File: src/rtl/rhlh_pkg.sv
// Shared types and constants for the Robin Hood label hash table.
package rhlh_pkg;

   localparam int TABLE_SIZE_DEF    = 64;
   localparam int MAX_KEY_CHARS_DEF = 8;
   localparam int VALUE_BITS_DEF    = 32;

   localparam int KEY_PORT_BITS   = 64;
   localparam int LEN_BITS        = 4;
   localparam int PORT_VALUE_BITS = 32;
   localparam int LIMIT_BITS      = 7;
   localparam int PROBE_BITS      = 6;
   localparam int PROBE_OUT_MAX   = 63;
   localparam int HASH_START      = 5381;
   localparam logic [LIMIT_BITS-1:0] FILL_RESET = 7'd57;

   localparam logic REQ_INSERT = 1'b0;
   localparam logic REQ_LOOKUP = 1'b1;

   typedef enum logic [1:0] {
      RES_INSERTED  = 2'd0,
      RES_FOUND     = 2'd1,
      RES_NOT_FOUND = 2'd2,
      RES_FULL      = 2'd3
   } result_type;

   typedef enum logic [2:0] {
      ST_IDLE,
      ST_HASH,
      ST_PROBE,
      ST_EVAL,
      ST_FINISH
   } state_type;

   typedef struct packed {
      logic       load;
      logic       init;
      logic       count_inc;
      logic       place;
      logic       mem_rd;
      logic       swap_step;
      logic       next_slot;
      logic       set_result;
      result_type result;
      logic       take_value;
      logic       probe_from_dist;
      logic       rsp_load;
   } cmd_type;

   typedef struct packed {
      logic is_lookup;
      logic full;
      logic lk_stop;
      logic slot_empty;
      logic slot_match;
      logic rsp_free;
   } stat_type;

endpackage

File: src/rtl/rhlh_ctrl.sv
// Request sequencer: hash, probe walk and response hand-off.
module rhlh_ctrl (
   input  logic              clock,
   input  logic              reset,
   input  logic              req_valid,
   output logic              req_ready,
   input  rhlh_pkg::stat_type stat,
   output rhlh_pkg::cmd_type  cmd
);

   rhlh_pkg::state_type state_ff, state_in;

   always_ff @(posedge clock) begin
      if (reset) begin
         state_ff <= rhlh_pkg::ST_IDLE;
      end else begin
         state_ff <= state_in;
      end
   end

   always_comb begin
      state_in = state_ff;
      unique case (state_ff)
         rhlh_pkg::ST_IDLE: begin
            if (req_valid) state_in = rhlh_pkg::ST_HASH;
         end
         rhlh_pkg::ST_HASH: begin
            if (!stat.is_lookup && stat.full) state_in = rhlh_pkg::ST_FINISH;
            else state_in = rhlh_pkg::ST_PROBE;
         end
         rhlh_pkg::ST_PROBE: begin
            if (stat.is_lookup ? stat.lk_stop : stat.slot_empty) begin
               state_in = rhlh_pkg::ST_FINISH;
            end else begin
               state_in = rhlh_pkg::ST_EVAL;
            end
         end
         rhlh_pkg::ST_EVAL: begin
            if (stat.is_lookup && stat.slot_match) state_in = rhlh_pkg::ST_FINISH;
            else state_in = rhlh_pkg::ST_PROBE;
         end
         rhlh_pkg::ST_FINISH: begin
            if (stat.rsp_free) state_in = rhlh_pkg::ST_IDLE;
         end
         default: state_in = rhlh_pkg::ST_IDLE;
      endcase
   end

   always_comb begin
      cmd = '0;
      cmd.result = rhlh_pkg::RES_INSERTED;
      req_ready = 1'b0;
      unique case (state_ff)
         rhlh_pkg::ST_IDLE: begin
            req_ready = 1'b1;
            cmd.load = req_valid;
         end
         rhlh_pkg::ST_HASH: begin
            cmd.init = 1'b1;
            if (!stat.is_lookup) begin
               if (stat.full) begin
                  cmd.set_result = 1'b1;
                  cmd.result = rhlh_pkg::RES_FULL;
               end else begin
                  cmd.count_inc = 1'b1;
               end
            end
         end
         rhlh_pkg::ST_PROBE: begin
            if (stat.is_lookup) begin
               if (stat.lk_stop) begin
                  cmd.set_result = 1'b1;
                  cmd.result = rhlh_pkg::RES_NOT_FOUND;
                  cmd.probe_from_dist = 1'b1;
               end else begin
                  cmd.mem_rd = 1'b1;
               end
            end else if (stat.slot_empty) begin
               cmd.place = 1'b1;
               cmd.set_result = 1'b1;
               cmd.result = rhlh_pkg::RES_INSERTED;
            end else begin
               cmd.mem_rd = 1'b1;
            end
         end
         rhlh_pkg::ST_EVAL: begin
            if (stat.is_lookup) begin
               if (stat.slot_match) begin
                  cmd.set_result = 1'b1;
                  cmd.result = rhlh_pkg::RES_FOUND;
                  cmd.take_value = 1'b1;
                  cmd.probe_from_dist = 1'b1;
               end else begin
                  cmd.next_slot = 1'b1;
               end
            end else begin
               cmd.swap_step = 1'b1;
            end
         end
         rhlh_pkg::ST_FINISH: begin
            cmd.rsp_load = stat.rsp_free;
         end
         default: cmd = '0;
      endcase
   end

endmodule

File: config.mk
export PLATFORM = sky130hd
export DESIGN_NAME = rhlh_ctrl
export DESIGN_NICKNAME = d
export VERILOG_FILES = /design/src/rtl/rhlh_pkg.sv /design/src/rtl/rhlh_ctrl.sv
export SDC_FILE = /design/constraint.sdc
export NUM_CORES = 1
export LEC_CHECK = 0
export ABC_CLOCK_PERIOD_IN_PS = 2100
export BUFFER_PORTS_ARGS = -buffer_cell sky130_fd_sc_hd__buf_2
export CELL_PAD_IN_SITES_DETAIL_PLACEMENT = 0
export CELL_PAD_IN_SITES_GLOBAL_PLACEMENT = 1
export CORE_MARGIN = 2
export CORE_UTILIZATION = 24
export CTS_CLUSTER_DIAMETER = 100
export CTS_CLUSTER_SIZE = 8
export DETAILED_ROUTE_END_ITERATION = 7
export MAX_ROUTING_LAYER = met4
export PLACE_DENSITY_LB_ADDON = 0.15
export SYNTH_ARGS = -nofsm -noshare
export SYNTH_HDL_FRONTEND = slang
export SYNTH_SLANG_ARGS = --single-unit
File: constraint.sdc
create_clock -name clock -period 2.1 [get_ports clock]
set_clock_uncertainty 0.15 [all_clocks]
set_input_delay 0.105 -clock clock [delete_from_list [all_inputs] [get_ports clock]]
set_output_delay 0.105 -clock clock [all_outputs]
set_load 0.02 [all_outputs]
---- Word level (Yosys, flattened, before mapping) ----
Index checks and enable logic that the tools add are counted.
storage, ports and cells
  word-level logic and storage cells ...... 46
  input port bits ......................... 9
  output and inout port bits .............. 14
  register bits after elaboration ......... 3
operators by class
  muxes and demuxes ....................... 34
  equality and inequality tests ........... 6
  reductions and logical operators ........ 5
operators by type and width
  kind                                                             number
  3-bit 2-to-1 mux                                                 10
  1-bit 2-to-1 mux                                                 16
  3-bit one-hot mux with 5 select lines                            1
  3-bit one-hot mux with 3 select lines                            1
  3-bit by 2-bit == test with 1-bit output, second input constant  2
  2-bit 2-to-1 mux                                                 3
  6-bit 2-to-1 mux                                                 1
  5-bit 2-to-1 mux                                                 1
  2-bit inequality test, second input constant                     2
  3-bit by 1-bit == test with 1-bit output, second input constant  1
  3-bit == test, second input constant                             1
  3-bit zero test                                                  1
  1-bit logical AND                                                2
  1-bit one-hot mux with 2 select lines                            1
  2-bit AND reduction                                              1
  1-bit zero test                                                  1

---- Longest topological paths before layout ----
  depth after elaboration ................. 4
  gate-level depth with buffers ........... 5
  depth with buffers taken out ............ 3

---- Worst setup path after synthesis ----
Ideal clock, no wire load.
  path type ............................... flip-flop to output port
  start ................................... register state_ff[0]
  end ..................................... output port cmd[10] (netlist name)
  stages on the path, launching flop included .. 5
  setup slack ............................. 0.437 ns
  arrival time ............................ 1.408 ns
  path buffers ............................ 2
  data required time ...................... 1.845 ns
  cell sequence ........................... dfxtp_1 -> clkbuf_1 -> nand2b_1 -> clkbuf_1 -> nor4_1
RTL lines
  item                    line             text
  from (decl)             rhlh_ctrl.sv:11  rhlh_pkg::state_type state_ff, state_in;
  from (signal assigned)  rhlh_ctrl.sv:15  state_ff <= rhlh_pkg::ST_IDLE;
  from (signal assigned)  rhlh_ctrl.sv:17  state_ff <= state_in;
  to (decl)               rhlh_ctrl.sv:8   output rhlh_pkg::cmd_type cmd

==> impl_metrics.ini <==
[logic_synthesis]
yosysUniqueCellTypes = 26
yosys.area_share.simple_pct = 53.87
synth_flop_cell = dfxtp_1
syn_area_um2 = 339.1
ys_seq_area_share_pct = 17.71
postSynthCellCount = 50
synth_compound_area_share_pct = 10.70
synth_seq_cells = 3
synthArstFlopShare_pct = 0
synth-xor-area-share_pct = 0
synthMuxAreaShare_pct = 7.380
synth_fp_nets = 59
synth-edff-count = 0
synth_top_family_by_area = simple AND/OR/NAND/NOR gates
yosys_warnings = 0
avgSynthCellArea_um2 = 6.781
synth_adder_area_share_pct = 0

[clock_tree]
cts_resized = 0
cts.path.max_buffers = 2
cts_buffers = 3
cts_tree = yes
ctsHtreeMaxLevel = 1
hold_buffers = 0
clk_latency_ns = 0.24
clk_pin_slew_ns = 0.04
cts_root_buf = clkbuf_4
postCtsSetupBuffers = 0
cts_sinks = 3

[timing]
fin_crit_ns = 1.798
hold_slack_ns = 0.01855
drv_slew = 0
finalCritPeriodShare_pct = 85.64
fmax_mhz = 556.0
rsz0062_at_grt = false
worst_pin_slew_ns = 0.4240
setup_tns_ns = 0
slew-limit-headroom_pct = 71.67
finalSetupViolations = 0
hold_viol = 0

[finish]
stdcell_area_um2 = 466.7
syn2layout_area_growth_pct = 37.64
regMostFlops = state_ff
reg_top3 = state_ff x3
largest_reg_flops = 3
nets = 81
instances_no_fill = 86
fillers = 163
drive_gt1_share_pct = 42.25
diodes = 0

[global_routing]
grt_pass1_wl_um = 1628
antenna_found_initial = 0
grt_pass1_vias = 365
gr-total-overflow = 0
track_usage_pct = 12.60
grt_max_degree = 15

[placed_design]
dp_cells = 82
dpl-instance-area_um2 = 440.4
place_hpwl_um = 683.8
numPortBuffers = 22
place_congestion = 0.6831

[floorplanning]
io_pins = 23
die_area_mm2 = 0.001729
initial_utilization_pct = 25.74
die_x_um = 41.59
core.rowCount = 13
core_mm2 = 0.001318
die_h_um = 41.59

[power]
power_per_cell_area_mw_per_mm2 = 595.0
vdd_drop_max_mv = 0.1925
p_leak_uw = 0.0002431
totalPowerFinal_uw = 277.7

[detailed_routing]
wirelength_um = 900
post_drt_wl_per_cell_um = 10.47
drt_pass1_iterations = 4
drc = 0
first_iter_violations = 9
ant_nets = 0
dr_total_vias = 408
routed_via_density = 4.744

[setup_path]
critPathKind = reg2out
cp.required_ns = 1.85
arrival_ns = 1.54
cp_max_fo = 14
end_kind = primary output
worst_setup_path_start_kind = flip-flop

[job]
drv_cap = 0

[run_status]
outcome = complete, no violations

[worst_hold_path]
holdCritPathClass = in2reg
-- path summary, 6_finish.rpt --
path | start | end | slack [ns] | cells past startpoint
setup / recovery | state_ff[1] | cmd[4] | 0.30 | 4
hold reg to reg | state_ff[2] | state_ff[2] | 0.48 | 2
hold / removal | stat[0] | state_ff[2] | 0.02 | 4
setup reg to reg | state_ff[0] | state_ff[1] | 0.58 | 3
-- layout by cell type, fill, tap and decap left out, drive strengths merged --
cell,count
nand2,4
mux2,1
or2,1
clkbuf,4
nand3,3
or3,2
nor2b,1
nand2b,1
nor2,8
buf,22
o21ai,1
nand4b,1
nor3b,3
o2111ai,1
dfxtp,3
nand4,1
a21oi,3
and3,2
or4b,1
nor3,3
and2,1
inv,2
mux2i,1
nor4,1
-- per-layer routing --
metal / share of wire [%] / routed length (um) / GRT usage, % / up-vias
li1: - / - / - / 220
met4: 0 / 0 / 3.871 / 0
met5: 0 / 0 / - / -
met2: 45 / 403 / 16.25 / 16
met1: 50 / 448 / 16.75 / 172
met3: 5.3 / 48 / 6.522 / 0
-- critical path, cell delays in order, from the launching register on --
cell and delay [ns]:
dfxtp_1 0.42, nor3b_1 0.44, nand2_1 0.11, a21oi_1 0.16, buf_2 0.18
-- through the flow --
step | worst slack, ns | utilization (%)
after floorplan | 0.4375 | -
after global placement | 0.4821 | 33.43
after detailed placement | 0.4832 | 33.43
after CTS | 0.2785 | 35.42
after global routing | 0.1339 | 35.42
final | 0.3015 | 35.42
-- cell usage after synthesis, types with 2 or more instances --
cell	count	share of area (%)
and3_1	2	3.7
dfxtp_1	3	18
inv_1	2	2.2
nand3_1	3	4.4
nor3_1	3	4.4
nor3b_1	3	6.6
or3_1	2	3.7
clkbuf_1	3	3.3
a21oi_2	2	5.2
nor2_1	8	8.9
nand2_1	4	4.4
-- report_power, final --
part | internal [uW] | total [uW] | switching, uW | leakage [uW]
sequential | 62.2 | 75.8 | 13.6 | 0.0000245
combinational | 40.1 | 98.7 | 58.6 | 0.000204
clock | 71.3 | 103 | 31.9 | 0.0000150
-- layout make-up --
type,instances,area (um2),area share (%)
flip-flops and latches,3,60.06,12.87
clock buffers,4,26.28,5.630
repair buffers,22,110.1,23.59
well taps,15,18.77,4.021
inverters,2,7.507,1.609
multi-input cells,40,244.0,52.28
-- logic make-up (layout without fill, tap and decap cells) --
group           count (synthesis)  in the layout
mux                             2              2
buf+inv                         7             28
compound gates                  5              5
flops                           3              3
simple gates                   33             33
No activity file was read; power rests on OpenSTA's default activity.
